--- src/rtl/hsm_pkg.sv ---
// ----------------------------------------------------------------------------
// hsm_pkg
// Types and constants shared by the Hall-sensor height mapper modules.
// ----------------------------------------------------------------------------
package hsm_pkg;

  localparam int SAMPLE_W   = 15;
  localparam int HEIGHT_W   = 12;
  localparam int OUT_W      = 16;
  localparam int RES_W      = 4;
  localparam int CNT_W      = 3;
  localparam int ACC_W      = 32;
  localparam int FRAC_BITS  = 16;
  localparam int MAX_COEFFS = 6;

  localparam int NUM_REGS   = 8;
  localparam int DATA_W     = 32;
  localparam int REG_IDX_W  = $clog2(NUM_REGS);
  localparam int ADDR_W     = REG_IDX_W + 2;
  localparam int COEF_SEL_W = $clog2(MAX_COEFFS);

  localparam int DIV_W      = SAMPLE_W + FRAC_BITS;
  localparam int DIV_CNT_W  = $clog2(DIV_W);
  localparam int PROD_W     = 2 * ACC_W;
  localparam int SPROD_W    = ACC_W + HEIGHT_W + 1;

  localparam logic [REG_IDX_W-1:0] REG_ADC_RES    = REG_IDX_W'(0);
  localparam logic [REG_IDX_W-1:0] REG_COEF_COUNT = REG_IDX_W'(1);
  localparam logic [REG_IDX_W-1:0] REG_COEF_0     = REG_IDX_W'(2);

  localparam logic [RES_W-1:0] RESET_ADC_RES    = RES_W'(12);
  localparam logic [CNT_W-1:0] RESET_COEF_COUNT = CNT_W'(2);
  localparam logic [ACC_W-1:0] ONE_FIXED        = ACC_W'(1) << FRAC_BITS;

  typedef logic [MAX_COEFFS-1:0][ACC_W-1:0] coef_bank_t;

  typedef enum logic [2:0] {
    S_IDLE,
    S_DIV,
    S_FIX,
    S_MUL,
    S_ADD,
    S_SCALE,
    S_ROUND
  } state_t;

  typedef struct packed {
    logic load;
    logic div_step;
    logic div_fix;
    logic mul;
    logic add;
    logic scale;
    logic out_load;
  } dp_cmd_t;

  typedef struct packed {
    logic out_free;
  } dp_sts_t;

endpackage

--- src/rtl/hsm_regs.sv ---
// ----------------------------------------------------------------------------
// hsm_regs
// APB register file: ADC resolution, coefficient count and coefficients.
// ----------------------------------------------------------------------------
module hsm_regs
  import hsm_pkg::*;
(
  input  logic                   clk,
  input  logic                   rst,
  input  logic                   psel,
  input  logic                   penable,
  input  logic                   pwrite,
  input  logic [ADDR_W-1:0]      paddr,
  input  logic [DATA_W-1:0]      pwdata,
  output logic [DATA_W-1:0]      prdata,
  output logic                   pready,
  output logic [RES_W-1:0]       adc_res,
  output logic [CNT_W-1:0]       coef_count,
  output coef_bank_t             coefs
);

  logic [REG_IDX_W-1:0]  reg_idx;
  logic [COEF_SEL_W-1:0] coef_sel;
  logic                  wr_en;

  assign pready   = 1'b1;
  assign reg_idx  = paddr[ADDR_W-1:2];
  assign coef_sel = COEF_SEL_W'(reg_idx - REG_COEF_0);
  assign wr_en    = psel && penable && pwrite;

  always_ff @(posedge clk) begin
    if (rst) begin
      adc_res    <= RESET_ADC_RES;
      coef_count <= RESET_COEF_COUNT;
      coefs      <= {{((MAX_COEFFS-1)*ACC_W){1'b0}}, ONE_FIXED};
    end else if (wr_en) begin
      case (reg_idx)
        REG_ADC_RES:    adc_res    <= pwdata[RES_W-1:0];
        REG_COEF_COUNT: coef_count <= pwdata[CNT_W-1:0];
        default:        coefs[coef_sel] <= pwdata[ACC_W-1:0];
      endcase
    end
  end

  always_comb begin
    case (reg_idx)
      REG_ADC_RES:    prdata = DATA_W'(adc_res);
      REG_COEF_COUNT: prdata = DATA_W'(coef_count);
      default:        prdata = coefs[coef_sel];
    endcase
  end

endmodule

--- config.mk ---
export PLATFORM = sky130hd
export DESIGN_NAME = hsm_regs
export DESIGN_NICKNAME = d
export VERILOG_FILES = /design/src/rtl/hsm_pkg.sv /design/src/rtl/hsm_regs.sv
export SDC_FILE = /design/constraint.sdc
export NUM_CORES = 1
export LEC_CHECK = 0
export ABC_AREA = 1
export BUFFER_PORTS_ARGS = -buffer_cell sky130_fd_sc_hd__buf_2
export CORE_MARGIN = 2
export CORE_UTILIZATION = 57
export DETAILED_ROUTE_END_ITERATION = 8
export PLACE_DENSITY = 0.91
export SLEW_MARGIN = 20
export SYNTH_ARGS = -nofsm -noshare
export SYNTH_HDL_FRONTEND = slang
export SYNTH_SLANG_ARGS = --single-unit
--- constraint.sdc ---
create_clock -name clk -period 3 [get_ports clk]
set_input_delay 0.15 -clock clk [delete_from_list [all_inputs] [get_ports clk]]
set_output_delay 0.15 -clock clk [all_outputs]
set_load 0.05 [all_outputs]
Word-level counts from Yosys, hierarchy flattened --
Cells that the tools add are included.
Storage, ports and cells: bits in registers 199, bits of input ports 42, output and inout port bits 232, word-level logic and storage cells 27
Operators by class: add/sub/neg operators 1, magnitude comparators 2, equality and inequality tests 1, muxes and demuxes 6, bitwise gates (word level) 1, reductions and logical operators 8
Operators with widths (count):
- $bwmux 192 | 1
- $bmux 32 s3 | 1
- $demux 32 s3 | 1
- $mux 32 | 2
- $pmux 32 s2 | 1
- $reduce_and 2->1 | 3
- $lt 3x4->1 const B | 1
- $eq 3x1->1 const B | 1
- $ge 3x1->1 const B | 1
- $logic_and 1x1->1 | 3
- $logic_not 3->1 | 1
- $sub 3x2->3 const B | 1
- $reduce_or 2->1 | 1
- $not 1->1 | 1

Depth between registers and ports, before layout --
Gate-level depths: netlist of run 1.
word-level depth 6, gate-level depth with buffers 11, depth with buffers taken out 9

Least setup slack after synthesis of run 1 --
No wires, ideal clock.
path type input-to-output, start point input paddr[3], end point output prdata[11], data arrival time 1933 ps, data required time 2850 ps, slack 917 ps, stages on the path 8, path buffers 2, path through buf_4 inv_2 ha_1 nand2_1 buf_1 a21oi_1 o21ai_0 a21oi_1
Between the ends: word-level cells in the longest chain between the ends 4, elaborated cells on any way between the ends 6, classes of those cells add/sub: 1; eq/ne: 1; mux: 3; reduce/logical: 1
RTL lines:
- start: declaration | RTL line hsm_regs.sv:13 | input logic [ADDR_W-1:0] paddr,
- $sub 3x2->3 | RTL line hsm_regs.sv:28 | assign coef_sel = COEF_SEL_W'(reg_idx - REG_COEF_0);
- $bmux 32 s3 | RTL line hsm_regs.sv:49 | default: prdata = coefs[coef_sel];
- $mux 32 (not written as such) | RTL line hsm_regs.sv:49
- $pmux 32 s2 * | RTL line hsm_regs.sv:46 | case (reg_idx)
- end: declaration | RTL line hsm_regs.sv:15 | output logic [DATA_W-1:0] prdata,
Mark *: on every way between the ends. The rest lies on a longest branch, timed or not. The select of a mux whose other input is x is not followed.

Final worst setup path of run 1 --
start point input paddr[3], end point output prdata[22]
Same word-level chain as after synthesis.

==> results of run 1 <==
[cell type report]
cell class,count,area (sq um)
Fill cell,1449,5310
Multi-Input combinational cell,1154,4720
Sequential cell,199,3980
Timing Repair Buffer,286,1520
Inverter,210,793
Clock buffer,22,464
Tap cell,225,282
Clock inverter,10,95.1
[stage by stage]
stage | util [%] | std cells | hold WS, ns | total power, mW
floorplan | - | 1658 | 0.276 | 3.25
global placement | 65.8 | 2074 | 0.463 | 3.46
finish | 69.1 | 2106 | 0.0212 | 5.64
detailed placement | 65.8 | 2074 | 0.470 | 3.47
CTS | 69.1 | 2106 | 0.0143 | 5.64
global route | 69.1 | 2106 | 0.0267 | 5.78
[where the power goes]
part	internal, mW	switching, mW	leakage (nW)
combinational	0.160	0.569	5.28
clock	1.19	1.03	0.271
sequential	2.67	0.0199	1.61
total	4.02	1.62	7.15
[cells in the mapped netlist, drive strengths merged]
library cell	instances
a21oi	66
buf	65
clkbuf	30
conb	1
dfxtp	199
ha	3
inv	210
nand2	575
nand3	68
nand4	7
nor2	401
o21ai	33
[critical path: stages]
cell and delay, ns:
buf_2 0.31, inv_2 0.12, ha_1 0.32, nand2_1 0.33, buf_4 0.39, a21oi_1 0.17
o21ai_0 0.11, a21oi_1 0.19, buf_2 0.30
[how the worst max path moves through the flow]
stage	from	end	cells after the start
after CTS	paddr[3]	prdata[22]	9
after detailed placement	paddr[3]	coefs[8]$_SDFFE_PP0P_	8
after global placement	paddr[3]	coefs[13]$_SDFFE_PP0P_	8
after floorplan	paddr[3]	prdata[11]	8
after global routing	paddr[3]	prdata[6]	9
final	paddr[3]	prdata[22]	9
[kinds of logic (layout without fill, tap and decap cells)]
kind of cell / after synthesis / in the layout / share of synthesized area (%)
fa+ha+maj: 3 / 3 / 0.377
flops: 199 / 199 / 40.1
other cells: 1 / 1 / 0.0377
compound gates: 99 / 99 / 4.98
buf+inv: 305 / 528 / 12.5
simple gates: 1051 / 1051 / 42.0
[state kept, by name, indices dropped and copies added (netlist names)]
register	flops
coefs	192
coef_count	3
adc_res	4
[layer usage]
metal  wire [um]  share of wire (%)
met1       12000                 39
met2       14500                 47
met3        3180                 10
met4         943                3.1
met5           0                  0
==> metrics.md, run 1 <==
| Metric | Value |
|---|---|
| Chip height | 136 um |
| Hold Path Sink | coefs[149]$_SDFFE_PP0P_ |
| Least-Margin Pin Slew | approximately 1.1 ns |
| Post-synth top area share | between 40% and 50% |
| Antenna viol nets, final | 0 |
| TritonCTS clock tree | built |
| Arrival @ worst endpoint | 2.41 ns |
| Rel. slew slack | 26.8% |
| Met3 GRT Util | approximately 8.1% |
| P_leak | 7.15 nW |
| R2r startpoint | coefs[71]$_SDFFE_PP0P_ |
| Final setup fails | 0 |
| Syn Nets | ~1,700 |
| Routability cong. | ~0.85 |
| Worst setup margin | 0.444 ns |
| R2r setup slk | about 2.2 ns |
| Final #Nets | approximately 1,900 |
| Register area share after synthesis | about two fifths |
| Initial DRC count | 904 |
| Post-CTS setup repair buffer count | 0 |
| Synth top area cells | dfxtp_1 (40%), nand2_1 (22%), nor2_1 (15%) |
| DRC | 0 |
| Io pins | about 270 |
| Htree depth | 4 |
| Peak Freq | around 390 MHz |
| Reg clk slew, reported paths | around 0.07 ns |
| Per-cell routed wire length | approximately 15 um |
| Port Buffers | 270 |
| Setup TNS | 0 ns |
| Synth Register Bits | 199 |
| Fin. Hold Viols | 0 |
| Via density | around 5 |
| Worst setup path class | in2out |
| Startpoint Class | primary input |
| DIE WIDTH | 136 um |
| Ant diodes | 0 |
| Most frequent cells in the layout | nand2_1 (573), nor2_1 (397), buf_2 (269), inv_1 (207), dfxtp_1 (199) |
| GRT met2 Usage | 53.8% |
| Hold Path Depth | 3 |
| GR peak layer | met2 |
| Setup crit end kind | primary output |
| DP Wirelength | ~20,000 um |
| First-pass GRT wire length | ~47,000 um |
| Row count | 48 |
| Mean Syn Cell Area | 6.00 sq um |
| Die ar. | approximately 0.019 sq mm |
| Initial antenna violation count | 0 |
| First-pass iteration count of the detailed router | 8 |
| Clock skew | 0 ns |
| Post-Syn Instances | ~1,700 |
| Commonest non-fill, non-tap cell in the layout | nand2_1 |
| Unrepaired setup endpoints after global routing | false |
| Fin crit period | approximately 2.6 ns |
| Largest net degree at the start of global routing | 94 |
| Met1 Usage GRT | approximately two fifths |
| Synth Warn # | 0 |
| Crit Path Max Fanout | 21 |
| Pre-CTS WS | between 0.4 and 0.5 ns |
| Outcome | finished clean |
| Clk sinks | 199 |
| Final wirelength | slightly above 30,000 um |
| Hold buffers post-CTS | 0 |
| GRT Util Overall | 32.2% |
| Worst reg-to-reg path cell count | 4 |
| Vias post-DR | 10,800 |
| Post-CTS sizing | 0 |
| Placed Instance Area | 0.0113 sq mm |
| Core Region | between 0.015 and 0.02 sq mm |
| Vias in the first global route | ~9,700 |
| Starting density of the core | 57.9% |
| Final Slew Violations | 0 |
| Root Buffer | clkbuf_16 |
| Worst reg2reg path endpoint | coefs[71]$_SDFFE_PP0P_ |
| Pwr dens | ~480 mW/mm^2 |
| Largest area contributor in the netlist | dfxtp_1 |
| TritonCTS Buffers | 17 |
| Clk_lat worst skew | about 0.43 ns |
| Max Cap Viol | 0 |
| Maximum VDD drop | 0.000440 V |
| Layout cells sized above 1 | between 10% and 20% |
| Gr ovfl total | 0 |
| Synth cell types | 22 |
| Area grow syn2layout | 19.3% |
| Max Buffers Root-to-Sink | 2 |
| Synthesized area | slightly below 0.01 sq mm |
| Required time of the critical path | ~2.9 ns |
| Hold WC Path Type | in2reg |
| Fin crit share | 85.2% |
| Fin area | around 0.012 sq mm |
| Min-delay src | pwdata[21] |
Power figures use the tool's default switching activity.
==> run 2: changes to the inputs <==
--- a/config.mk
+++ b/config.mk
@@ -10,7 +10,8 @@
 export CORE_MARGIN = 2
 export CORE_UTILIZATION = 57
 export DETAILED_ROUTE_END_ITERATION = 8
-export PLACE_DENSITY = 0.91
+export GPL_TIMING_DRIVEN = 0
+export PLACE_DENSITY = 0.95
 export SLEW_MARGIN = 20
 export SYNTH_ARGS = -nofsm -noshare
 export SYNTH_HDL_FRONTEND = slang
==> run 2 against run 1 <==
  * Non-clock buffer count is 75 higher
  * Register-to-register slack worse by 0.06 ns
  * First-iteration DRC count is 99% higher
  * Worst setup slack worse by 0.095 ns
  * Final area is 2.7% higher
  * Critical endpoint is now prdata[6]
  * Largest power group unchanged
  * Count of clock-buffer cells in the layout is 4 lower
  * Sequential share of layout area is 0.88 points lower
  * Die area stayed put
  * Sequential power hardly changed
  * Maximum frequency is 3.6% lower
  * Flip-flop and latch count stayed put
  * Routed wire length is 32% higher
==> metrics.md, run 2 (same netlist as run 1, synthesis figures left out) <==
| Metric | Value |
|---|---|
| Htree depth | 4 |
| R2r setup slk | ~2.2 ns |
| Hold Path Depth | 3 |
| Hold Path Sink | coefs[179]$_SDFFE_PP0P_ |
| Hold buffers post-CTS | 0 |
| Port Buffers | ~270 |
| Antenna viol nets, final | 0 |
| Pwr Total | between 6 and 7 mW |
| Peak Freq | around 380 MHz |
| Fin crit period | ~2.7 ns |
| First-pass GRT wire length | 59,000 um |
| Pre-CTS WS | about 0.57 ns |
| Largest net degree at the start of global routing | 19 |
| Chip height | between 100 and 150 um |
| Max FFs per register | between 150 and 200 |
| Gr ovfl total | 0 |
| Least-Margin Pin Slew | 1.08 ns |
| Min-delay src | pwdata[19] |
| Worst reg2reg path endpoint | coefs[72]$_SDFFE_PP0P_ |
| Final setup fails | 0 |
| Max Cap Viol | 0 |
| Worst reg-to-reg path cell count | 4 |
| Outcome | finished clean |
| GRT Util Overall | 42.6% |
| Clk sinks | between 150 and 200 |
| Seq pwr share | 44.9% |
| Arrival @ worst endpoint | 2.50 ns |
| Per-cell routed wire length | about 18 um |
| Root Buffer | clkbuf_16 |
| Core Region | between 0.015 and 0.02 sq mm |
| Routability cong. | between 0.9 and 1 |
| Worst setup margin | 0.349 ns |
| Starting density of the core | between 50 and 60% |
| Area grow syn2layout | 22.5% |
| Largest regs | coefs (192), adc_res (4), coef_count (3) |
| Most frequent cells in the layout | nand2_1 (573), nor2_1 (398), buf_2 (308), inv_1 (208), dfxtp_1 (199) |
| Die ar. | ~0.019 sq mm |
| Layout Cells excl Fill | roughly 2,200 |
| Post-CTS sizing | 0 |
| Internal | between 4 and 5 mW |
| P_sw | 1.81 mW |
| DP Wirelength | around 28,000 um |
| Critical Path Start | paddr[3] |
| Maximum VDD drop | 0.000442 V |
| Fin crit share | approximately nine tenths |
| Final wirelength | ~40,000 um |
| Commonest non-fill, non-tap cell in the layout | nand2_1 |
| Startpoint Class | primary input |
| Vias post-DR | approximately 12,000 |
| Required time of the critical path | around 2.9 ns |
| R2r startpoint | coefs[72]$_SDFFE_PP0P_ |
| Initial DRC count | approximately 1,800 |
| Clk_lat worst skew | approximately 0.45 ns |
| Clock power share | 41.6% |
| DIE WIDTH | 136 um |
| Setup TNS | 0 ns |
| Reg clk slew, reported paths | 0.08 ns |
| Max Buffers Root-to-Sink | 2 |
| Sw Ratio | between 30% and 40% |
| TritonCTS clock tree | built |
| Hold WC Path Type | in2reg |
| Unrepaired setup endpoints after global routing | false |
| Rel. slew slack | ~28% |
| Worst hold margin | 0.00471 ns |
| Vias in the first global route | around 11,000 |
| Layout cells sized above 1 | around 19% |
| Reg with most FFs | coefs |
| P_leak | between 7 and 8 nW |
| Dpl cells | approximately 2,100 |
| Pwr dens | slightly below 500 mW/mm^2 |
| First-pass iteration count of the detailed router | 9 |
| Io pins | 274 |
| Worst setup path class | in2out |
| Final #Nets | just under 2,000 |
| Combinational power share | 13.6% |
| Crit Path Max Fanout | 10 |
| Post-CTS setup repair buffer count | 0 |
| Initial antenna violation count | 0 |
| TritonCTS Buffers | 17 |
| Clock skew | 0 ns |
| Row count | 48 |
| Via density | 5.60 |
| Final Slew Violations | 0 |
| Fin. Hold Viols | 0 |
| Setup crit end kind | primary output |
| DRC | 0 |
==> run 2: changes by cell type in the layout (fill, tap and decap cells not counted), sizes merged <==
cell | previous run | this run
inv | 212 | 217
clkbuf | 22 | 48
diode | 0 | 1
buf | 286 | 331
bufinv | 1 | 3
clkinv | 5 | 2
==> run 2: through the flow <==
step | util [%] | cell area, sq um
4_1_cts | 70.9 | 12200
3_5_place_dp | 67.3 | 11600
6_report | 70.9 | 12200
3_3_place_gp | 67.3 | 11600
5_1_grt | 70.9 | 12200
2_1_floorplan | - | 9940
==> run 2: metal layers <==
layer	track usage, %	wire length, um	vias to the layer above
met5	0	0	-
met1	51.4	13800	5352
met4	31.1	3300	0
met2	64.7	17000	1133
met3	12.5	6230	273
li1	-	-	5466
==> run 2: power by group through the flow <==
stage | clock network [mW] | registers (mW) | logic, mW
3_5_place_dp | 0 | 2.75 | 0.773
4_1_cts | 2.46 | 2.69 | 0.780
2_1_floorplan | 0 | 2.85 | 0.393
3_3_place_gp | 0 | 2.75 | 0.762
5_1_grt | 2.58 | 2.69 | 0.839
6_report | 2.49 | 2.69 | 0.813
==> run 2: critical path, stage by stage <==
cell	delay, ns
buf_2	0.10
buf_4	0.18
inv_2	0.07
ha_1	0.30
inv_1	0.14
clkbuf_1	0.83
nand2_1	0.11
a21oi_1	0.27
buf_2	0.33
==> run 2: worst max path at each step <==
stage / to / slack, ns / depth (start not counted)
3_5_place_dp: prdata[5] / 0.57 / 9
3_3_place_gp: prdata[5] / 0.55 / 9
6_report: prdata[6] / 0.35 / 9
2_1_floorplan: prdata[11] / 0.92 / 8
5_1_grt: prdata[2] / 0.38 / 9
4_1_cts: prdata[5] / 0.54 / 9
==> run 2: cell type report <==
class	instances	area (sq um)
Fill cell	1431	4990
Tap cell	225	282
Clock buffer	18	439
Sequential cell	199	3980
Buffer	95	458
Antenna cell	1	2.50
Timing Repair Buffer	266	1330
Multi-Input combinational cell	1154	4710
Clock inverter	14	185
Inverter	210	788
