--- config.mk ---
export PLATFORM = sky130hd
export DESIGN_NAME = hsm_dp
export DESIGN_NICKNAME = d
export VERILOG_FILES = /design/src/rtl/hsm_pkg.sv /design/src/rtl/hsm_dp.sv
export SDC_FILE = /design/constraint.sdc
export NUM_CORES = 2
export LEC_CHECK = 0
export BUFFER_PORTS_ARGS = -buffer_cell sky130_fd_sc_hd__buf_4
export CORE_ASPECT_RATIO = 1.1
export CORE_MARGIN = 2
export CORE_UTILIZATION = 30
export CTS_CLUSTER_DIAMETER = 100
export CTS_CLUSTER_SIZE = 28
export DETAILED_ROUTE_END_ITERATION = 10
export PLACE_DENSITY = 0.43
export SLEW_MARGIN = 20
export SYNTH_ARGS = -nofsm -noshare
export SYNTH_HDL_FRONTEND = slang
export SYNTH_SLANG_ARGS = --single-unit
--- constraint.sdc ---
create_clock -name clk -period 9.05 [get_ports clk]
set_input_delay 0 -clock clk [delete_from_list [all_inputs] [get_ports clk]]
set_output_delay 0 -clock clk [all_outputs]
set_load 0.03 [all_outputs]
--- src/rtl/hsm_pkg.sv ---
// ----------------------------------------------------------------------------
// hsm_pkg
// Types and constants shared by the Hall-sensor height mapper modules.
// ----------------------------------------------------------------------------
package hsm_pkg;

  localparam int SAMPLE_W   = 15;
  localparam int HEIGHT_W   = 12;
  localparam int OUT_W      = 16;
  localparam int RES_W      = 4;
  localparam int CNT_W      = 3;
  localparam int ACC_W      = 32;
  localparam int FRAC_BITS  = 16;
  localparam int MAX_COEFFS = 6;

  localparam int NUM_REGS   = 8;
  localparam int DATA_W     = 32;
  localparam int REG_IDX_W  = $clog2(NUM_REGS);
  localparam int ADDR_W     = REG_IDX_W + 2;
  localparam int COEF_SEL_W = $clog2(MAX_COEFFS);

  localparam int DIV_W      = SAMPLE_W + FRAC_BITS;
  localparam int DIV_CNT_W  = $clog2(DIV_W);
  localparam int PROD_W     = 2 * ACC_W;
  localparam int SPROD_W    = ACC_W + HEIGHT_W + 1;

  localparam logic [REG_IDX_W-1:0] REG_ADC_RES    = REG_IDX_W'(0);
  localparam logic [REG_IDX_W-1:0] REG_COEF_COUNT = REG_IDX_W'(1);
  localparam logic [REG_IDX_W-1:0] REG_COEF_0     = REG_IDX_W'(2);

  localparam logic [RES_W-1:0] RESET_ADC_RES    = RES_W'(12);
  localparam logic [CNT_W-1:0] RESET_COEF_COUNT = CNT_W'(2);
  localparam logic [ACC_W-1:0] ONE_FIXED        = ACC_W'(1) << FRAC_BITS;

  typedef logic [MAX_COEFFS-1:0][ACC_W-1:0] coef_bank_t;

  typedef enum logic [2:0] {
    S_IDLE,
    S_DIV,
    S_FIX,
    S_MUL,
    S_ADD,
    S_SCALE,
    S_ROUND
  } state_t;

  typedef struct packed {
    logic load;
    logic div_step;
    logic div_fix;
    logic mul;
    logic add;
    logic scale;
    logic out_load;
  } dp_cmd_t;

  typedef struct packed {
    logic out_free;
  } dp_sts_t;

endpackage

--- src/rtl/hsm_dp.sv ---
// ----------------------------------------------------------------------------
// hsm_dp
// Datapath: restoring divider, inversion, Horner multiply-add, height scaling,
// rounding and the output register.
// ----------------------------------------------------------------------------
module hsm_dp
  import hsm_pkg::*;
(
  input  logic                       clk,
  input  logic                       rst,
  input  dp_cmd_t                    cmd,
  output dp_sts_t                    sts,
  input  logic [RES_W-1:0]           adc_res,
  input  coef_bank_t                 coefs,
  input  logic [SAMPLE_W-1:0]        raw_sample,
  input  logic [SAMPLE_W-1:0]        calib_low,
  input  logic [SAMPLE_W-1:0]        calib_high,
  input  logic                       pressed_reads_higher,
  input  logic [HEIGHT_W-1:0]        travel_height,
  output logic                       out_valid,
  input  logic                       out_ready,
  output logic signed [OUT_W-1:0]    mapped_height
);

  localparam logic signed [ACC_W+1:0] SAT_MAX33 = {3'b000, {(ACC_W-1){1'b1}}};
  localparam logic signed [ACC_W+1:0] SAT_MIN33 = {3'b111, {(ACC_W-1){1'b0}}};
  localparam logic signed [PROD_W:0]  SAT_MAX65 = {{(PROD_W-ACC_W+2){1'b0}},
                                                   {(ACC_W-1){1'b1}}};
  localparam logic signed [PROD_W:0]  SAT_MIN65 = {{(PROD_W-ACC_W+2){1'b1}},
                                                   {(ACC_W-1){1'b0}}};
  localparam logic [SPROD_W-1:0]      RND_HALF  = SPROD_W'(1) << (FRAC_BITS - 1);
  localparam logic [SPROD_W-1:0]      OUT_POS   = SPROD_W'(2 ** (OUT_W - 1) - 1);
  localparam logic [SPROD_W-1:0]      OUT_NEG   = SPROD_W'(2 ** (OUT_W - 1));

  // item registers
  logic [DIV_W-1:0]          quo;
  logic [SAMPLE_W-1:0]       rem;
  logic [SAMPLE_W-1:0]       divisor;
  logic                      q_neg;
  logic                      den_zero;
  logic                      invert;
  logic [HEIGHT_W-1:0]       height;
  coef_bank_t                coef_sr;
  logic signed [ACC_W-1:0]   x;
  logic signed [ACC_W-1:0]   acc;
  logic signed [PROD_W-1:0]  prod;
  logic signed [SPROD_W-1:0] sprod;

  // load
  logic                      bounds_eq;
  logic [SAMPLE_W-1:0]       lo_eff;
  logic [SAMPLE_W-1:0]       hi_eff;
  logic signed [SAMPLE_W:0]  num;
  logic signed [SAMPLE_W:0]  den;
  logic [SAMPLE_W:0]         num_mag;
  logic [SAMPLE_W:0]         den_mag;

  // divide
  logic [SAMPLE_W:0]         rem_sh;
  logic [SAMPLE_W:0]         rem_diff;

  // fix
  logic signed [ACC_W+1:0]   q_s;
  logic signed [ACC_W+1:0]   x_inv;
  logic signed [ACC_W-1:0]   x_fix;

  // Horner add
  logic signed [PROD_W-1:0]  prod_sh;
  logic signed [PROD_W:0]    sum;
  logic signed [ACC_W-1:0]   acc_sat;

  // rounding
  logic                      p_neg;
  logic [SPROD_W-1:0]        p_mag;
  logic [SPROD_W-1:0]        p_rnd;
  logic [OUT_W-1:0]          height_sat;

  assign bounds_eq = (calib_low == calib_high);
  assign lo_eff    = bounds_eq ? '0 : calib_low;
  assign hi_eff    = bounds_eq ? SAMPLE_W'((SAMPLE_W+1)'(1) << adc_res) - SAMPLE_W'(1)
                               : calib_high;
  assign num       = $signed({1'b0, raw_sample}) - $signed({1'b0, lo_eff});
  assign den       = $signed({1'b0, hi_eff}) - $signed({1'b0, lo_eff});
  assign num_mag   = num[SAMPLE_W] ? -num : num;
  assign den_mag   = den[SAMPLE_W] ? -den : den;

  assign rem_sh    = {rem, quo[DIV_W-1]};
  assign rem_diff  = rem_sh - {1'b0, divisor};

  assign q_s   = q_neg ? -$signed({2'b00, quo}) : $signed({2'b00, quo});
  assign x_inv = $signed({2'b00, ONE_FIXED}) - (den_zero ? '0 : q_s);

  always_comb begin
    if (!invert) begin
      x_fix = den_zero ? '0 : q_s[ACC_W-1:0];
    end else if (x_inv > SAT_MAX33) begin
      x_fix = SAT_MAX33[ACC_W-1:0];
    end else if (x_inv < SAT_MIN33) begin
      x_fix = SAT_MIN33[ACC_W-1:0];
    end else begin
      x_fix = x_inv[ACC_W-1:0];
    end
  end

  assign prod_sh = prod >>> FRAC_BITS;
  assign sum     = (PROD_W+1)'($signed(coef_sr[0])) + (PROD_W+1)'(prod_sh);

  always_comb begin
    if (sum > SAT_MAX65)      acc_sat = SAT_MAX65[ACC_W-1:0];
    else if (sum < SAT_MIN65) acc_sat = SAT_MIN65[ACC_W-1:0];
    else                      acc_sat = sum[ACC_W-1:0];
  end

  assign p_neg = sprod[SPROD_W-1];
  assign p_mag = p_neg ? SPROD_W'(-sprod) : SPROD_W'(sprod);
  assign p_rnd = (p_mag + RND_HALF) >> FRAC_BITS;

  always_comb begin
    if (p_neg) begin
      if (p_rnd > OUT_NEG) height_sat = OUT_NEG[OUT_W-1:0];
      else                 height_sat = OUT_W'(-p_rnd);
    end else begin
      if (p_rnd > OUT_POS) height_sat = OUT_POS[OUT_W-1:0];
      else                 height_sat = p_rnd[OUT_W-1:0];
    end
  end

  always_ff @(posedge clk) begin
    if (cmd.load) begin
      quo      <= {num_mag[SAMPLE_W-1:0], {FRAC_BITS{1'b0}}};
      rem      <= '0;
      divisor  <= den_mag[SAMPLE_W-1:0];
      q_neg    <= num[SAMPLE_W] ^ den[SAMPLE_W];
      den_zero <= (den == '0);
      invert   <= pressed_reads_higher;
      height   <= travel_height;
      coef_sr  <= coefs;
    end
    if (cmd.div_step) begin
      if (!rem_diff[SAMPLE_W]) begin
        rem <= rem_diff[SAMPLE_W-1:0];
        quo <= {quo[DIV_W-2:0], 1'b1};
      end else begin
        rem <= rem_sh[SAMPLE_W-1:0];
        quo <= {quo[DIV_W-2:0], 1'b0};
      end
    end
    if (cmd.div_fix) begin
      x   <= x_fix;
      acc <= '0;
    end
    if (cmd.mul) begin
      prod <= x * acc;
    end
    if (cmd.add) begin
      acc     <= acc_sat;
      coef_sr <= coef_sr >> ACC_W;
    end
    if (cmd.scale) begin
      sprod <= acc * $signed({1'b0, height});
    end
    if (cmd.out_load) begin
      mapped_height <= height_sat;
    end
  end

  always_ff @(posedge clk) begin
    if (rst) begin
      out_valid <= 1'b0;
    end else if (cmd.out_load) begin
      out_valid <= 1'b1;
    end else if (out_ready) begin
      out_valid <= 1'b0;
    end
  end

  assign sts.out_free = !out_valid || out_ready;

endmodule

Word level (Yosys, flattened, before mapping)
Index checks and enable logic that the tools add are counted.

cells by class
  multipliers = 2
  shift operators = 1
  bitwise operators = 1
  order comparisons = 6
  add/sub/neg operators = 12
  reductions and logical operators = 7
  equality and inequality tests = 1
  muxes and demuxes = 28

operator list
  cell                                                                            count
  160-bit two-way mux                                                             2
  32-bit two-way mux                                                              8
  15-bit two-way mux                                                              7
  34-bit two-way mux                                                              2
  32-bit by 32-bit multiplier with 64-bit output                                  1
  31-bit two-way mux                                                              2
  32-bit by 48-bit adder with 49-bit output                                       1
  49-bit by 32-bit > comparator with 1-bit output, second input constant          1
  49-bit by 32-bit less-than comparator with 1-bit output, second input constant  1
  16-bit two-way mux                                                              3
  45-bit by 16-bit adder with 45-bit output, second input constant                1
  32-bit by 13-bit multiplier with 45-bit output                                  1
  45-bit two-way mux                                                              1
  45-bit negation                                                                 1
  34-bit by 32-bit > comparator with 1-bit output, second input constant          1
  34-bit by 32-bit less-than comparator with 1-bit output, second input constant  1
  31-bit negation with 34-bit output                                              1
  17-bit by 34-bit subtractor with 34-bit output, first input constant            1
  15-bit by 15-bit subtractor with 16-bit output                                  2
  15-bit negation                                                                 2
  29-bit by 15-bit > comparator with 1-bit output, second input constant          1
  29-bit by 16-bit > comparator with 1-bit output, second input constant          1
  16-bit zero test                                                                1
  16-bit negation                                                                 1
  other kinds (9)                                                                 14

storage, ports and cells
  flip-flop bits (word level) = 458
  input bits = 264
  output and inout bits = 18
  logic and storage cells = 77

Longest topological paths before layout
  depth after elaboration = 8
  gate-level depth with buffers = 31
  gate-level depth less buffers = 29

Least setup slack after synthesis
Ideal clock, no wire load.

  kind = register to register
  start point = reg acc[2]
  end point = reg prod[63] (data pin)
  library setup time = 0.260 ns
  path slack = 0.984 ns
  clock period less this slack = 8.066 ns
  buffers on the path = 2
  arrival = 7.806 ns
  cell stages (with the launch flop) = 27
  required time = 8.790 ns
  cells stage by stage = edfxtp_1 -> clkbuf_1 -> clkbuf_1 -> nand2_1 -> inv_1 -> fa_1 -> fa_1 -> fa_1 -> fa_1 -> fa_1 -> fa_1 -> fa_1 -> inv_1 -> fa_1 -> inv_1 -> ha_1 -> and3_1 -> nand3_1 -> or2_2 -> or2_2 -> a31oi_1 -> a221oi_1 -> o21ai_0 -> a221o_1 -> o22a_1 -> a21oi_1 -> xnor2_1

on the way
  word-level cells in the longest chain between the ends = 1

ends and longest elaborated chain
  what                                            RTL line       source
  from (decl)                                     hsm_dp.sv:45   logic signed [ACC_W-1:0] acc;
  from (signal assigned)                          hsm_dp.sv:156  acc <= acc_sat;
  32-bit by 32-bit multiplier with 64-bit output  hsm_dp.sv:153  prod <= x * acc;
  to (signal assigned)                            hsm_dp.sv:153
  to (decl)                                       hsm_dp.sv:46   logic signed [PROD_W-1:0] prod;

Every way passes these cells.
A chain may end at the register's enable or synchronous reset.

Worst setup path after layout
  start point = reg x[15]
  end point = reg prod[63] (data pin)

on the way
  word-level cells in the longest chain between the ends = 1

ends and longest elaborated chain
  what                                            RTL line       source
  from (decl)                                     hsm_dp.sv:44   logic signed [ACC_W-1:0] x;
  from (signal assigned)                          hsm_dp.sv:149  x <= x_fix;
  32-bit by 32-bit multiplier with 64-bit output  hsm_dp.sv:153

Every way passes these cells.

==> impl_metrics.csv <==
group,metric,value,unit
outcome,status,"complete, no violations",
drt,drcViolationCount,0,
global_routing,overflow,0,
drt,ant_nets,0,
yosys,yosys.area_share.adder,44.71,%
critical_path,crit_required,9.47,ns
cts,cts-root-buf,"clkbuf_16",
critical_path,max_stage_delay,0.65,ns
cells_and_area,drive_above_1_share,10.32,%
cts,clk_path_buf_depth,3,
drt,wl,209200,um
sta,max_freq,114.2,MHz
yosys,synthFlopType,"edfxtp_1",
global_routing,use_met3,1.890,%
yosys,syn_inst,7574,
sta,setup_ws,0.2918,ns
yosys,synth_edf_count,409,
yosys,yosys.area_share.simple,15.69,%
sta,setup_viol,0,
yosys,synth_compound_area_share,6.582,%
cells_and_area,fin_util,34.52,%
yosys,synth_area,0.07435,sq mm
drt,vias_per_cell,4.617,
critical_path,cpMaxStageDelayCell,"fa_1",
yosys,avgSynthCellArea,9.816,sq um
worst_hold_path,hold_path_depth,2,
cts,cts_tree,"done",
sta,setup_tns,0,ns
yosys,ys_warn_count,0,
critical_path,start_kind,"flip-flop",
critical_path,critPathCapture,"prod[63]$_DFFE_PP_",
critical_path,cp-startpoint,"x[15]$_DFFE_PP_",
worst_hold_path,worstHoldPathType,"in -> reg",
critical_path,cp-end-kind,"flip-flop",
run,maxCapViolCount,0,
yosys,synth.largest_area_cell,"fa_1",
yosys,muxShareOfSynthArea,3.309,%
yosys,synth_xor_area_share,3.275,%
cells_and_area,num-fill-cells,25120,
yosys,synth.top_cell.area_share,38.32,%
floorplanning,die_height,526.1,um
floorplanning,ios,282,
drt,dr.pass1.iters,5,
global_routing,use_met2,29.58,%
sta,slew_headroom,29.59,%
placed_design,numPortBuffers,281,
sta,worst_slew_pin_slew,1.056,ns
floorplanning,num_rows,191,
cts,clkSinkCount,442,
global_routing,grt_use_met1,23.03,%
critical_path,r2r_end,"prod[63]$_DFFE_PP_",
floorplanning,start_util,30.17,%
drt,vias,52080,
sta,holdWs,0.01972,ns
placed_design,place_congestion,0.8308,
floorplanning,dieArea,0.2518,sq mm
cts,clock_latency,0.71,ns
critical_path,critPathMostFrequentCell,"fa_1",
global_routing,busiest_layer,"met2",
cts,cts_buffers,38,
drt,wire_per_inst,18.55,um
critical_path,r2r_cells,31,
global_routing,grt_pass1_vias,57850,
critical_path,arrival,9.18,ns
critical_path,cp_max_fo,25,
cells_and_area,area_growth,14.40,%
yosys,yosys_register_bits,442,
floorplanning,core-area,0.2464,sq mm
yosys,synth.area.top_cells,"fa_1, edfxtp_1, inv_1, ha_1, and2_1",
floorplanning,die_w,478.6,um
global_routing,grt_pass1_wl,340000,um
sta,post-route-period-util,96.78,%
yosys,ys_seq_area_share,17.41,%
sta,hold_viol,0,
cts,cts.clk_slew.worst_paths,0.11,ns
cells_and_area,final_nets,10020,
global_routing,grt_usage,17.05,%
sta,timing.final.max_slew_violations,0,
cts,h-tree-depth,2,
yosys,synth_nets,9641,
global_routing,antenna_found_initial,19,
worst_hold_path,hp-start,"cmd[2]",
yosys,synth_cell_type_count,98,
critical_path,rrSetupSlack,0.29,ns
yosys,async_reset_ff_share,0,%
yosys,synth_top_family_by_area,"adder cells",
placed_design,place_ws,-0.1468,ns
critical_path,path_class,"reg -> reg",
sta,finClkSkew,0.06720,ns
drt,first_iter_violations,2289,
critical_path,r2r-start,"x[15]$_DFFE_PP_",
sta,min_period,8.758,ns
placed_design,dp_hpwl,173400,um
global_routing,grt_max_degree,72,
## cell families (layout without fill, tap and decap cells)
kind of cell,after synthesis,after routing
AND/OR/NAND/NOR,2310,2310
adder cells (fa/ha/maj),1803,1803
buffers and inverters,1780,2192
AO/OA/AOI/OAI,736,736
flip-flops,442,442
XOR/XNOR,278,278
multiplexers,225,225
other,0,14
## stage by stage
step           cells  area [sq um]
4_1_cts        11250         84830
3_3_place_gp   10950         81160
6_report       11280         85050
2_1_floorplan   7574         74350
5_1_grt        11270         85030
3_5_place_dp   10950         81170
## final cells by class
type,instances,area [sq um],area share (%)
antenna,14,35.03,0.04119
clock buffer,41,972.2,1.143
clock inverter,29,434.2,0.5105
inverter,1379,5176,6.086
multi-input combinational,5352,54730,64.35
sequential,442,12940,15.22
tap,3281,4105,4.827
timing repair buffer,743,6660,7.831
## synthesized netlist by cell type (all sizes together) (10+ instances only)
cell / instances
ha: 380
or4: 20
nor2: 247
o21ai: 213
and3: 25
a21oi: 154
and4: 11
a31oi: 23
mux2i: 59
or2: 31
nor3b: 14
o41ai: 21
o21a: 33
nor4: 29
o21bai: 11
xnor2: 155
inv: 1377
nand2: 888
fa: 1423
nor2b: 46
xor2: 123
nand4: 32
nand3b: 11
a21boi: 13
buf: 18
or3: 25
nor3: 69
dfxtp: 33
o211ai: 17
o22ai: 10
a21o: 66
a311oi: 15
mux2: 166
clkbuf: 383
a211oi: 20
nand3: 61
edfxtp: 409
nand2b: 36
and2: 744
o31ai: 37
## cells in the final DEF, fill, tap and decap left out, types with 22 or more instances in the layout
master and count:
fa_1 1423, xor2_1 123, nor3_1 67, a31oi_1 22
a21o_1 66, nand4_1 32, inv_1 1377, nand2b_1 36
and3_1 25, o31ai_1 35, o21a_1 33, clkbuf_16 38
mux2i_1 59, a21oi_1 152, nor2_1 247, nand2_1 887
or2_2 28, dlygate4sd3_1 225, o21ai_0 184, buf_12 41
xnor2_1 155, dfxtp_1 33, o21ai_1 27, nor2b_1 46
nand3_1 61, or3_1 23, ha_1 380, mux2_2 166
nor4_1 26, edfxtp_1 409, buf_4 476, and2_1 744
## repair_timing
action,in CTS,in global routing
setup buffers,0,20
hold buffers,225,0
resized for setup,1,3
pin swaps,0,1
endpoints found under the setup margin,8,10
endpoints found under the hold margin,394,0
## worst max-delay path, delay by kind of cell, from the launching register on
family          cells  cell delay [ns]
fa+ha+maj           9             4.38
compound gates     11             2.29
simple gates        1             0.16
buf+inv             9             1.13
xor+xnor            1             0.08
flops               1             0.43
## routing by layer
| metal | routed length [um] | share of wire, % |
|---|---|---|
| met1 | 95390 | 46 |
| met4 | 3496 | 1.7 |
| met3 | 6609 | 3.2 |
| met5 | 41 | 0.020 |
| met2 | 103700 | 50 |
## flip-flops by register name, indices dropped and copies added, names as in the netlist
register / flops
rem: 15
prod: 48
acc: 32
x: 32
mapped_height: 16
sprod: 45
divisor: 15
den_zero: 1
out_valid: 1
coef_sr: 192
q_neg: 1
invert: 1
height: 12
quo: 31
## how the worst min path moves through the flow
| stage | to | slack, ns |
|---|---|---|
| floorplan | out_valid$_SDFFE_PP0P_ | 0.07 |
| global placement | out_valid$_SDFFE_PP0P_ | 0.16 |
| detailed placement | out_valid$_SDFFE_PP0P_ | 0.16 |
| CTS | coef_sr[175]$_SDFFE_PP0P_ | 0.004 |
| global route | coef_sr[98]$_DFFE_PP_ | 0.02 |
| finish | coef_sr[98]$_DFFE_PP_ | 0.02 |
Power is not shown: default switching activity piles up to over one toggle a cycle in this logic, so the estimate is an artifact.
