<file path="src/rtl/hsm_pkg.sv">
// ----------------------------------------------------------------------------
// hsm_pkg
// Types and constants shared by the Hall-sensor height mapper modules.
// ----------------------------------------------------------------------------
package hsm_pkg;

  localparam int SAMPLE_W   = 15;
  localparam int HEIGHT_W   = 12;
  localparam int OUT_W      = 16;
  localparam int RES_W      = 4;
  localparam int CNT_W      = 3;
  localparam int ACC_W      = 32;
  localparam int FRAC_BITS  = 16;
  localparam int MAX_COEFFS = 6;

  localparam int NUM_REGS   = 8;
  localparam int DATA_W     = 32;
  localparam int REG_IDX_W  = $clog2(NUM_REGS);
  localparam int ADDR_W     = REG_IDX_W + 2;
  localparam int COEF_SEL_W = $clog2(MAX_COEFFS);

  localparam int DIV_W      = SAMPLE_W + FRAC_BITS;
  localparam int DIV_CNT_W  = $clog2(DIV_W);
  localparam int PROD_W     = 2 * ACC_W;
  localparam int SPROD_W    = ACC_W + HEIGHT_W + 1;

  localparam logic [REG_IDX_W-1:0] REG_ADC_RES    = REG_IDX_W'(0);
  localparam logic [REG_IDX_W-1:0] REG_COEF_COUNT = REG_IDX_W'(1);
  localparam logic [REG_IDX_W-1:0] REG_COEF_0     = REG_IDX_W'(2);

  localparam logic [RES_W-1:0] RESET_ADC_RES    = RES_W'(12);
  localparam logic [CNT_W-1:0] RESET_COEF_COUNT = CNT_W'(2);
  localparam logic [ACC_W-1:0] ONE_FIXED        = ACC_W'(1) << FRAC_BITS;

  typedef logic [MAX_COEFFS-1:0][ACC_W-1:0] coef_bank_t;

  typedef enum logic [2:0] {
    S_IDLE,
    S_DIV,
    S_FIX,
    S_MUL,
    S_ADD,
    S_SCALE,
    S_ROUND
  } state_t;

  typedef struct packed {
    logic load;
    logic div_step;
    logic div_fix;
    logic mul;
    logic add;
    logic scale;
    logic out_load;
  } dp_cmd_t;

  typedef struct packed {
    logic out_free;
  } dp_sts_t;

endpackage

</file>
<file path="src/rtl/hsm_ctrl.sv">
// ----------------------------------------------------------------------------
// hsm_ctrl
// Sequencer: divide, fix-up, Horner steps, scaling and result hand-off.
// ----------------------------------------------------------------------------
module hsm_ctrl
  import hsm_pkg::*;
(
  input  logic             clk,
  input  logic             rst,
  input  logic             in_valid,
  output logic             in_ready,
  input  logic [CNT_W-1:0] coef_count,
  input  dp_sts_t          sts,
  output dp_cmd_t          cmd
);

  state_t               state;
  state_t               state_next;
  logic [DIV_CNT_W-1:0] div_cnt;
  logic [CNT_W-1:0]     coef_idx;
  logic [CNT_W-1:0]     coef_num;

  always_ff @(posedge clk) begin
    if (rst) begin
      state    <= S_IDLE;
      div_cnt  <= '0;
      coef_idx <= '0;
      coef_num <= '0;
    end else begin
      state <= state_next;
      case (state)
        S_IDLE: div_cnt <= '0;
        S_DIV:  div_cnt <= div_cnt + DIV_CNT_W'(1);
        S_FIX: begin
          coef_idx <= '0;
          coef_num <= (coef_count > CNT_W'(MAX_COEFFS)) ? CNT_W'(MAX_COEFFS) : coef_count;
        end
        S_ADD:  coef_idx <= coef_idx + CNT_W'(1);
        default: ;
      endcase
    end
  end

  always_comb begin
    state_next = state;
    case (state)
      S_IDLE:  if (in_valid) state_next = S_DIV;
      S_DIV:   if (div_cnt == DIV_CNT_W'(DIV_W - 1)) state_next = S_FIX;
      S_FIX: begin
        if (coef_count == '0) state_next = S_SCALE;
        else                  state_next = S_MUL;
      end
      S_MUL:   state_next = S_ADD;
      S_ADD: begin
        if ((coef_idx + CNT_W'(1)) == coef_num) state_next = S_SCALE;
        else                                    state_next = S_MUL;
      end
      S_SCALE: state_next = S_ROUND;
      S_ROUND: if (sts.out_free) state_next = S_IDLE;
      default: state_next = S_IDLE;
    endcase
  end

  always_comb begin
    cmd      = '0;
    in_ready = 1'b0;
    case (state)
      S_IDLE: begin
        in_ready = 1'b1;
        cmd.load = in_valid;
      end
      S_DIV:   cmd.div_step = 1'b1;
      S_FIX:   cmd.div_fix  = 1'b1;
      S_MUL:   cmd.mul      = 1'b1;
      S_ADD:   cmd.add      = 1'b1;
      S_SCALE: cmd.scale    = 1'b1;
      S_ROUND: cmd.out_load = sts.out_free;
      default: ;
    endcase
  end

endmodule

</file>
<file path="config.mk">
export PLATFORM = sky130hd
export DESIGN_NAME = hsm_ctrl
export DESIGN_NICKNAME = d
export VERILOG_FILES = /design/src/rtl/hsm_pkg.sv /design/src/rtl/hsm_ctrl.sv
export SDC_FILE = /design/constraint.sdc
export NUM_CORES = 1
export LEC_CHECK = 0
export ABC_CLOCK_PERIOD_IN_PS = 1400
export BUFFER_PORTS_ARGS = -buffer_cell sky130_fd_sc_hd__clkbuf_2
export CAP_MARGIN = 10
export CORE_MARGIN = 5
export CORE_UTILIZATION = 51
export CTS_BUF_LIST = sky130_fd_sc_hd__clkbuf_2
export DETAILED_ROUTE_END_ITERATION = 8
export GPL_ROUTABILITY_DRIVEN = 0
export PLACE_DENSITY = 0.89
export SYNTH_ARGS = -nofsm -noshare
export SYNTH_HDL_FRONTEND = slang
export SYNTH_SLANG_ARGS = --single-unit
</file>
<file path="constraint.sdc">
create_clock -name clk -period 1.4 [get_ports clk]
set_input_delay 0.07 -clock clk [delete_from_list [all_inputs] [get_ports clk]]
set_output_delay 0.07 -clock clk [all_outputs]
set_load 0.02 [all_outputs]
</file>
After elaboration in Yosys (flattened, before gate mapping)
Index checks and enable logic that the tools add are counted.
{"block": "word_totals", "register_bits": 14, "inputBits": 7, "output_inout_bits": 8, "wordCells": 40}
{"block": "op_classes", "addsub": 2, "magnitude_cmp": 1, "eq_ne": 11, "muxes": 17, "n_reduce_logical": 5}
{"op": "3-bit case mux with 7 select lines", "count": 1}
{"op": "3-bit two-way mux", "count": 6}
{"op": "5-bit case mux with 2 select lines", "count": 1}
{"op": "3-bit equality test (second input constant)", "count": 3}
{"op": "1-bit two-way mux", "count": 8}
{"op": "3-bit by 2-bit equality test with 1-bit output (second input constant)", "count": 2}
{"op": "3-bit zero test", "count": 2}
{"op": "2-bit inequality test (second input constant)", "count": 3}
{"op": "3-bit case mux with 2 select lines", "count": 1}
{"op": "5-bit by 1-bit adder with 5-bit output (second input constant)", "count": 1}
{"op": "5-bit equality test (second input constant)", "count": 1}
{"op": "2-bit nonzero test", "count": 2}
{"op": "3-bit by 1-bit adder with 3-bit output (second input constant)", "count": 1}
{"op": "3-bit by 1-bit equality test with 1-bit output (second input constant)", "count": 1}
{"op": "3-bit equality test", "count": 1}
{"op": "3-bit greater-than comparator (second input constant)", "count": 1}
{"op": "3-bit AND reduction", "count": 1}

Logic depth before layout (Yosys ltp)
Gate-level depths: netlist (run 1).
{"block": "depth", "depth_word": 4, "mapped_depth": 6, "depth_no_buf": 6}

Worst setup path after synthesis (run 1)
OpenSTA, ideal clock, no wires.
{"block": "synth_path", "kind": "reg-to-reg", "from": "reg state[1]", "to": "reg coef_idx[2]", "setup_time_ns": 0.122, "t_arrival_ns": 1.363, "t_required_ns": 1.278, "path_slack_ns": -0.084, "stages_incl_launch_ff": 6, "path_buffers": 1, "synth_period_minus_slack_ns": 1.484, "path_cell_list": "dfxtp_1 -> buf_4 -> nor3b_2 -> nor2_1 -> o21ai_0 -> a21oi_1"}
{"block": "synth_between", "elab_chain_cells": 2, "word_cells_on_any_way": 4, "cone_classes": "eq/ne: 2; mux: 1; reduce/logical: 1"}
{"item": "start, declared", "line": "hsm_ctrl.sv:17", "rtl": "state_t state;"}
{"item": "start signal, assigned", "line": "hsm_ctrl.sv:30", "rtl": "state <= state_next;"}
{"item": "3-bit equality test or 3-bit by 2-bit equality test with 1-bit output (tied branches)", "line": "hsm_ctrl.sv:31", "rtl": "case (state)"}
{"item": "3-bit case mux with 2 select lines or 2-bit nonzero test (tied branches)"}
{"item": "end signal, assigned", "line": "hsm_ctrl.sv:38", "rtl": "S_ADD: coef_idx <= coef_idx + CNT_W'(1);"}
{"item": "end, declared", "line": "hsm_ctrl.sv:20", "rtl": "logic [CNT_W-1:0] coef_idx;"}
Parallel ways exist; a longest one is shown, timed or not.
A chain may end at the register's enable or synchronous reset.

Worst setup path after layout (run 1)
Ends and elaborated chain as after synthesis.

==> impl_metrics.yaml, run 1 <==
cells_and_area:
  final_design_area_no_fill_mm2: 0.00132
  utilization_pct: 84.5
  drive_gt1_share_pct: 51.4
  fillers: 68
  final_common_cell: "buf_4"
  diodes: 0
  nets: 149
  seqCellArea_um2: 290
  most-common-layout-cells: "buf_4 (19), nor2_1 (16), clkbuf_2 (9)"
  multi_input_area_um2: 637
  area_growth_pct: 51.9
global_route:
  track_usage_pct: 18.5
  overflow: 0
  grt_antenna_before_repair: 0
  first_global_vias: 799
  grt_max_degree: 16
  grt_pass1_wl_mm: 3.69
power_and_ir_drop:
  p_leak_nw: 0.564
  p_per_area_mw_per_mm2: 891
  ir_worst_vdd_uv: 897
floorplan:
  num_rows: 14
  core_area_mm2: 0.00156
  die-area_mm2: 0.00262
  ios: 15
  fp.dieH_um: 51.2
  die_w_um: 51.2
  start_util_pct: 55.6
synthesis:
  yosysWarnings: 0
  synth_seq_cells: 14
  syn_inst: 103
  synthesis.nets: 113
  ys_types: 37
  synth-seq-area-share_pct: 32.3
  synth_area_um2: 867
  avgSynthCellArea_um2: 8.42
critical_path:
  required_ns: 1.56
  crit_type: "flop to flop"
  crit_family: "simple AND/OR/NAND/NOR gates"
  r2r-start: "state[1]$_SDFFE_PP0P_"
  path_cells: "or3b_4 > clkinvlp_4 > nor2_1 > o21ai_0 > a21oi_1"
  crit_buf_inv: 1
  cp-start-kind: "flop"
  endpoint_kind: "flop"
  cp_slowest_stage_delay_ns: 0.44
  arrival_ns: 1.62
  cp-startpoint: "state[1]$_SDFFE_PP0P_"
  critPathSlowestCell: "or3b_4"
  cp_max_fo: 4
routing:
  ant_nets: 0
  drt_iter0_drc: 63
  via_per_inst: 6.36
  vias: 979
  routedWlPerCell_um: 20.2
  first_pass_iters: 4
  drc_errors: 0
  drt_wl_total_mm: 3.11
worst_hold_path:
  min_path_type: "primary input to flop"
  min_from: "coef_count[0]"
clocking:
  clockRootBuffer: "clkbuf_2"
  cts_buffers: 3
  cts.clk_slew.worst_paths_ns: 0.15
  ctsHtreeMaxLevel: 1
  cts_sinks: 14
  cts_tree: "done"
  clk_path_buf_depth: 2
  clock_latency_ns: 0.26
sta:
  setup_ws_ns: -0.0573
  slew_viol_final: 0
  maxSlewHeadroom_pct: 77.5
  period_needed_ns: 1.46
  setup_viol: 7
  rsz0062_at_grt: "true"
  finalHoldViolCount: 0
  worst_pin_slew_ns: 0.337
  fin_crit_sh_pct: 104
  fin_skew_ns: 0.00538
  holdWs_ns: 0.0636
  clock.fmax_ghz: 0.686
placed_design:
  post_dp_cell_area_um2: 983
  dp_hpwl_mm: 1.46
  port_buffers: 14
run:
  drv_cap: 0
run_status:
  violations: "negative setup slack"
  status: "finished, violations left"
==> path summary, 6_finish.rpt <==
| kind | to | slack [ns] | cells after the start |
|---|---|---|---|
| max | coef_idx[2]$_SDFFE_PP0P_ | -0.06 | 5 |
| min | coef_num[0]$_SDFFE_PP0P_ | 0.06 | 3 |
| max reg2reg | coef_idx[2]$_SDFFE_PP0P_ | -0.06 | 5 |
| min reg2reg | coef_num[0]$_SDFFE_PP0P_ | 0.52 | 2 |
==> cells in the mapped netlist <==
library cell	count	share of area (%)
a2111oi_4	1	3.2
a21o_1	2	1.7
a21oi_1	6	3.5
a22oi_1	2	1.7
a31oi_1	2	1.4
and2_1	1	0.72
and2b_2	2	2.0
and3_1	1	0.72
buf_4	1	0.87
buf_6	2	2.6
clkbuf_1	2	0.87
clkbuf_8	1	1.6
dfxtp_1	14	32
ha_1	3	4.3
inv_1	3	1.3
mux2_2	1	1.3
mux2i_1	4	4.6
nand2_1	6	2.6
nand2b_1	1	0.72
nand3_1	4	2.3
nand3b_1	1	0.87
nand4_1	1	0.72
nor2_1	19	8.2
nor2b_1	2	1.4
nor3_1	3	1.7
nor3b_1	2	1.7
nor3b_2	1	1.4
nor4_1	1	0.72
o21ai_0	4	2.3
o221a_2	1	1.3
o32a_1	1	1.2
or2_1	1	0.72
or2b_2	1	1.0
or3b_4	1	1.3
or4_1	1	0.87
xnor2_1	2	2.0
xor2_1	2	2.0
==> cell families (layout without fill, tap and decap cells) <==
logic type      after synthesis  in the layout  share of synthesized area [%]
compound gates               19             19                           16.3
xor+xnor                      4              4                           4.04
fa+ha+maj                     3              3                           4.33
buf+inv                       9             44                           7.22
flops                        14             14                           32.3
mux                           5              5                           5.92
simple gates                 49             49                           29.9
==> registers in the layout, indices dropped and copies added, names as in the netlist <==
| name | cells |
|---|---|
| coef_idx | 3 |
| coef_num | 3 |
| div_cnt | 5 |
| state | 3 |
==> per-layer routing <==
metal	vias up	GRT usage [%]	part of all wire (%)	wire length, um
met2	82	30.5	47	1450
li1	432	-	-	-
met1	457	23.3	40	1260
met5	-	0	0	0
met3	8	4.07	11	338
met4	0	7.86	2.1	66
==> area by class of cell <==
cell class / count / area share [%]
well taps: 16 / 1.52
flip-flops and latches: 14 / 22.0
inverters: 3 / 1.42
clock inverters: 1 / 0.285
clock buffers: 3 / 1.14
multi-input cells: 80 / 48.3
repair buffers: 37 / 25.3
==> power by group <==
part	switching, mW	total [mW]	internal (mW)	leakage [nW]
Clock	0.130	0.193	0.0622	0.0140
Combinational	0.261	0.536	0.275	0.434
Sequential	0.0241	0.446	0.422	0.116
==> repair_timing <==
item / in CTS / in global routing
pin swaps: 10 / 4
gates cloned: 0 / 1
setup buffers: 6 / 9
endpoints found under the setup margin: 10 / 13
gates resized for setup: 26 / 32
hold buffers: 0 / 0
==> worst reg2reg max path, delay by kind of cell, from the launching register on <==
kind / cells / cell delay [ns]
DFF: 1 / 0.37
and+or+nand+nor: 2 / 0.51
buffers and inverters: 1 / 0.12
AOI/OAI and AO/OA: 2 / 0.35
==> through the flow <==
| stage | worst slack [ns] | setup TNS, ns | cells | total power, mW |
|---|---|---|---|---|
| 6_report | -0.0573 | -0.136 | 154 | 1.17 |
| 3_3_place_gp | -0.0220 | -0.0220 | 134 | 0.730 |
| 3_5_place_dp | -0.0645 | -0.0645 | 134 | 0.743 |
| 4_1_cts | 0.00729 | 0 | 144 | 0.993 |
| 5_1_grt | -0.123 | -0.755 | 154 | 1.22 |
| 2_1_floorplan | -0.0484 | -0.0484 | 103 | 0.679 |
(Power assumes the default switching activity.)
==> run 2, diff against run 1 <==
--- a/config.mk
+++ b/config.mk
@@ -8,7 +8,7 @@
 export ABC_CLOCK_PERIOD_IN_PS = 1400
 export BUFFER_PORTS_ARGS = -buffer_cell sky130_fd_sc_hd__clkbuf_2
 export CAP_MARGIN = 10
-export CORE_MARGIN = 5
+export CORE_MARGIN = 2
 export CORE_UTILIZATION = 51
 export CTS_BUF_LIST = sky130_fd_sc_hd__clkbuf_2
 export DETAILED_ROUTE_END_ITERATION = 8
==> run 2 against run 1 <==
The run still ends with negative setup slack left. Count of clock-buffer cells in the layout unchanged. Global-route usage up 3.8 points. Fmax down 6.7%. Design area down 6.9%. Sequential cell count unchanged. Routed wire length down 25%. Clock power up 7%. Critical path depth unchanged. Critical endpoint is now cmd[2].
==> impl_metrics.yaml, run 2 (same netlist as run 1, synthesis figures left out) <==
run_status:
  status: "finished, violations left"
  violations: "negative setup slack"
placed_design:
  dp_hpwl_mm: 1.35
  placed_cells: 137
  port_buffers: 14
  dp_worst_setup_slack_ns: -0.0464
global_route:
  first_global_vias: 813
  grt_max_degree: 16
  grt_antenna_before_repair: 0
  track_usage_pct: 22.3
  grt_pass1_wl_mm: 3.33
  overflow: 0
critical_path:
  cp_max_fo: 4
  required_ns: 1.33
  critPathSlowestCell: "dfxtp_4"
  arrival_ns: 1.49
  path_cells: "or3b_4 > buf_6 > clkinvlp_4 > buf_6 > buf_8"
  cp_slowest_stage_delay_ns: 0.39
  crit_top_cell: "buf_6"
  endpoint_kind: "primary output"
  crit_type: "flop to primary output"
  cp-start-kind: "flop"
sta:
  maxSlewHeadroom_pct: 76.8
  clock.fmax_ghz: 0.640
  setup_ws_ns: -0.162
  setup_viol: 7
  rsz0062_at_grt: "true"
  holdWs_ns: 0.0283
  period_needed_ns: 1.56
  worst_pin_slew_ns: 0.345
  slew_viol_final: 0
  fin_skew_ns: 0.00257
  finalHoldViolCount: 0
  fin_crit_sh_pct: 112
clocking:
  ctsHtreeMaxLevel: 1
  cts.clk_slew.worst_paths_ns: 0.14
  cts_tree: "done"
  clk_path_buf_depth: 2
  cts_buffers: 3
  cts_sinks: 14
  clock_latency_ns: 0.30
  clockRootBuffer: "clkbuf_2"
routing:
  drt_iter0_drc: 30
  routedWlPerCell_um: 15.9
  drt_wl_total_mm: 2.32
  first_pass_iters: 4
  via_per_inst: 5.95
  drc_errors: 0
  vias: 869
  ant_nets: 0
floorplan:
  num_rows: 14
  fp.dieH_um: 45.2
  die-area_mm2: 0.00205
  die_w_um: 45.2
  start_util_pct: 56.3
  core_area_mm2: 0.00154
  ios: 15
power_and_ir_drop:
  p_per_area_mw_per_mm2: 861
  p_leak_nw: 0.500
  ir_worst_vdd_uv: 919
cells_and_area:
  fillers: 82
  diodes: 0
  most-common-layout-cells: "nor2_1 (15), clkbuf_2 (11), dfxtp_1 (10)"
  largest-register: "div_cnt"
  area_growth_pct: 41.4
  largest_register_ffs: 5
  nets: 141
  final_common_cell: "nor2_1"
  drive_gt1_share_pct: 46.2
  final_cells: 146
run:
  drv_cap: 0
worst_hold_path:
  min_path_type: "primary input to flop"
run 2: power breakdown:
| part | switching (mW) | internal (mW) | total [mW] |
|---|---|---|---|
| Combinational | 0.216 | 0.199 | 0.415 |
| Clock | 0.144 | 0.0619 | 0.206 |
| Sequential | 0.0173 | 0.418 | 0.435 |
run 2: worst paths after layout:
kind	from	end	slack, ns	cells past startpoint
max reg2reg	state[2]$_SDFFE_PP0P_	coef_idx[2]$_SDFFE_PP0P_	-0.09	7
min	coef_count[0]	coef_num[0]$_SDFFE_PP0P_	0.03	3
max	state[2]$_SDFFE_PP0P_	cmd[2]	-0.16	5
min reg2reg	coef_num[0]$_SDFFE_PP0P_	coef_num[0]$_SDFFE_PP0P_	0.51	2
run 2: critical path: cells and delay by family (launching register included):
kind / cells / cell delay [ns]
buf+inv: 4 / 0.40
flops: 1 / 0.39
simple gates: 1 / 0.39
run 2: per-layer routing:
| layer | wire length (um) | GRT usage (%) | part of all wire [%] |
|---|---|---|---|
| met5 | 0 | 0 | 0 |
| met4 | 64 | 12.4 | 2.8 |
| met3 | 142 | 2.40 | 6.1 |
| met2 | 1100 | 37.4 | 47 |
| met1 | 1010 | 27.6 | 44 |
run 2: metrics by stage:
step                      utilization (%)  area [um^2]  setup TNS (ns)  power [mW]
after floorplan                         -          892         -0.0484       0.679
after global placement               66.1         1020         -0.0456       0.742
after detailed placement             66.1         1020         -0.0545       0.748
after CTS                            72.8         1120          -0.254       0.989
after global routing                 79.5         1230          -0.911        1.09
final                                79.5         1230          -0.520        1.06
run 2: cell type report:
type / count / area [um^2] / share of cell area (%)
clock inverter: 1 / 3.75 / 0.306
clock buffer: 3 / 15.0 / 1.22
sequential: 14 / 288 / 23.5
multi-input combinational: 80 / 629 / 51.3
tap: 16 / 20.0 / 1.63
inverter: 3 / 17.5 / 1.43
timing repair buffer: 29 / 253 / 20.6
run 2: timing repair:
action / CTS / global route
pin swaps: 7 / 5
resized for setup: 19 / 28
buffers inserted: 4 / 1
setup endpoints to repair: 7 / 13
hold buffers: 0 / 0
==> run 3, diff against run 2 <==
--- a/config.mk
+++ b/config.mk
@@ -14,6 +14,8 @@
 export DETAILED_ROUTE_END_ITERATION = 8
 export GPL_ROUTABILITY_DRIVEN = 0
 export PLACE_DENSITY = 0.89
+export SKIP_CTS_REPAIR_TIMING = 1
+export SKIP_LAST_GASP = 1
 export SYNTH_ARGS = -nofsm -noshare
 export SYNTH_HDL_FRONTEND = slang
 export SYNTH_SLANG_ARGS = --single-unit
==> run 3 against run 2 <==
The run still ends with negative setup slack left. Worst setup slack better by 0.0016 ns. Clock power is essentially flat. Largest cell class unchanged. Global-route usage fell by 3.0 points. Critical path depth is the same. Clock skew is 0.0036 ns higher. Die area is the same. Register-to-register slack lost 0.05 ns. Utilization grew 1.8 points. Fmax is 0.10% higher.
==> impl_metrics.yaml, run 3 (same netlist as run 1, synthesis figures left out) <==
run_status:
  status: "finished, violations left"
  violations: "negative setup slack"
floorplan:
  start_util_pct: 56.3
  fp.dieH_um: 45.2
  core_area_mm2: 0.00154
  ios: 15
  num_rows: 14
  die_w_um: 45.2
  die-area_mm2: 0.00205
routing:
  met2_length_mm: 1.15
  vias: 873
  drt_iter0_drc: 39
  drt_wl_total_mm: 2.39
  via_per_inst: 5.82
  routedWlPerCell_um: 15.9
  wl_met1_mm: 1.04
  ant_nets: 0
  drc_errors: 0
  top_layer: "met4"
  route.met3.wl_um: 134
  first_pass_iters: 4
global_route:
  first_global_vias: 705
  grt_pass1_wl_mm: 2.86
  track_usage_pct: 19.3
  grt_max_degree: 16
  overflow: 0
  grt_antenna_before_repair: 0
placed_design:
  port_buffers: 14
  dp_worst_setup_slack_ns: -0.0464
  dp_hpwl_mm: 1.35
sta:
  rsz0062_at_grt: "true"
  fin_crit_sh_pct: 111
  clock.fmax_ghz: 0.641
  maxSlewHeadroom_pct: 76.4
  fin_skew_ns: 0.00621
  finalHoldViolCount: 0
  slew_viol_final: 0
  worst_pin_slew_ns: 0.350
  setup_viol: 11
  setup_ws_ns: -0.161
  period_needed_ns: 1.56
critical_path:
  r2r-start: "state[2]$_SDFFE_PP0P_"
  crit_buf_inv: 4
  reg2reg_setup_slack_ns: -0.14
  reg2reg_depth: 7
  critPathSlowestCell: "dfxtp_4"
  arrival_ns: 1.49
  crit_top_cell: "buf_6"
  r2r_end: "div_cnt[2]$_SDFFE_PP0P_"
  endpoint_kind: "primary output"
  crit_type: "flop to primary output"
  cp_slowest_stage_delay_ns: 0.39
  required_ns: 1.33
  cp_max_fo: 4
  cp-start-kind: "flop"
  path_cells: "or3b_4 > buf_6 > clkinvlp_4 > buf_6 > buf_6"
  crit_family: "flip-flops"
cells_and_area:
  largest_register_ffs: 5
  largest-register: "div_cnt"
  diodes: 0
  most-common-layout-cells: "nor2_1 (15), buf_4 (14), clkbuf_2 (10)"
  area_growth_pct: 44.6
  final_common_cell: "nor2_1"
  drive_gt1_share_pct: 47.8
  utilization_pct: 81.3
  nets: 145
clocking:
  cts_sinks: 14
  clk_path_buf_depth: 2
  clock_latency_ns: 0.30
  cts_tree: "done"
  cts_buffers: 3
  cts.clk_slew.worst_paths_ns: 0.14
  clockRootBuffer: "clkbuf_2"
  ctsHtreeMaxLevel: 1
power_and_ir_drop:
  p_leak_nw: 0.530
  internal_power_mw: 0.706
  pwr-share-clk_pct: 18.7
  ir_worst_vdd_uv: 842
  p_per_area_mw_per_mm2: 867
  seqPwrFrac_pct: 40.7
  power_mw: 1.09
  pwr-share-comb_pct: 40.6
  power.switching_mw: 0.381
  p_sw_share_pct: 35.1
worst_hold_path:
  min_from: "coef_count[0]"
  whs_endpoint: "coef_num[0]$_SDFFE_PP0P_"
  hold_depth: 3
  min_path_type: "primary input to flop"
run:
  drv_cap: 0
## run 3: cell count changes in the layout (fill, tap and decap cells not counted), sizes merged
cell / before / now
or2: 1 / 2
buf: 21 / 24
inv: 2 / 1
clkinvlp: 1 / 2
## run 3: worst min-delay path, delay by kind of cell
family	cells	cell delay, ns
AOI/OAI and AO/OA	1	0.06
buffers and inverters	1	0.10
and+or+nand+nor	1	0.07
## run 3: metrics by stage
step | setup TNS (ns) | std cells | hold slack (ns) | cell area (um^2)
after floorplan | -0.0484 | 103 | 0.134 | 892
after global placement | -0.0456 | 137 | 0.339 | 1020
after detailed placement | -0.0545 | 137 | 0.365 | 1020
after CTS | -0.751 | 141 | 0.0411 | 1040
after global routing | -1.57 | 150 | 0.0510 | 1250
final | -1.04 | 150 | 0.0258 | 1250
## run 3: final cells by class
class	instances	area (um^2)
Clock buffer	3	15.0
Sequential cell	14	292
Clock inverter	1	3.75
Fill cell	82	288
Timing Repair Buffer	32	284
Multi-Input combinational cell	81	621
Inverter	3	18.8
Tap cell	16	20.0
## run 3: per-layer routing
layer	vias to the layer above	GRT usage, %
met5	-	0
met3	7	2.80
met1	406	24.8
li1	426	-
met2	34	30.3
met4	0	11.8
## run 3: worst max-delay path by stage
stage | depth (start not counted) | slack [ns] | to | startpoint
after CTS | 5 | -0.26 | cmd[2] | state[2]$_SDFFE_PP0P_
final | 5 | -0.16 | cmd[2] | state[2]$_SDFFE_PP0P_
after floorplan | 4 | -0.05 | state[1]$_SDFFE_PP0P_ | state[0]$_SDFFE_PP0P_
after detailed placement | 4 | -0.05 | state[1]$_SDFFE_PP0P_ | state[2]$_SDFFE_PP0P_
after global routing | 7 | -0.21 | div_cnt[2]$_SDFFE_PP0P_ | state[2]$_SDFFE_PP0P_
after global placement | 4 | -0.05 | state[1]$_SDFFE_PP0P_ | state[2]$_SDFFE_PP0P_
## run 3: power groups by stage
stage               logic (mW)  registers [mW]  clock network (mW)
floorplan                0.242           0.437                   0
global placement         0.300           0.441                   0
detailed placement       0.306           0.442                   0
CTS                      0.307           0.434               0.204
global route             0.468           0.444               0.213
finish                   0.441           0.442               0.203
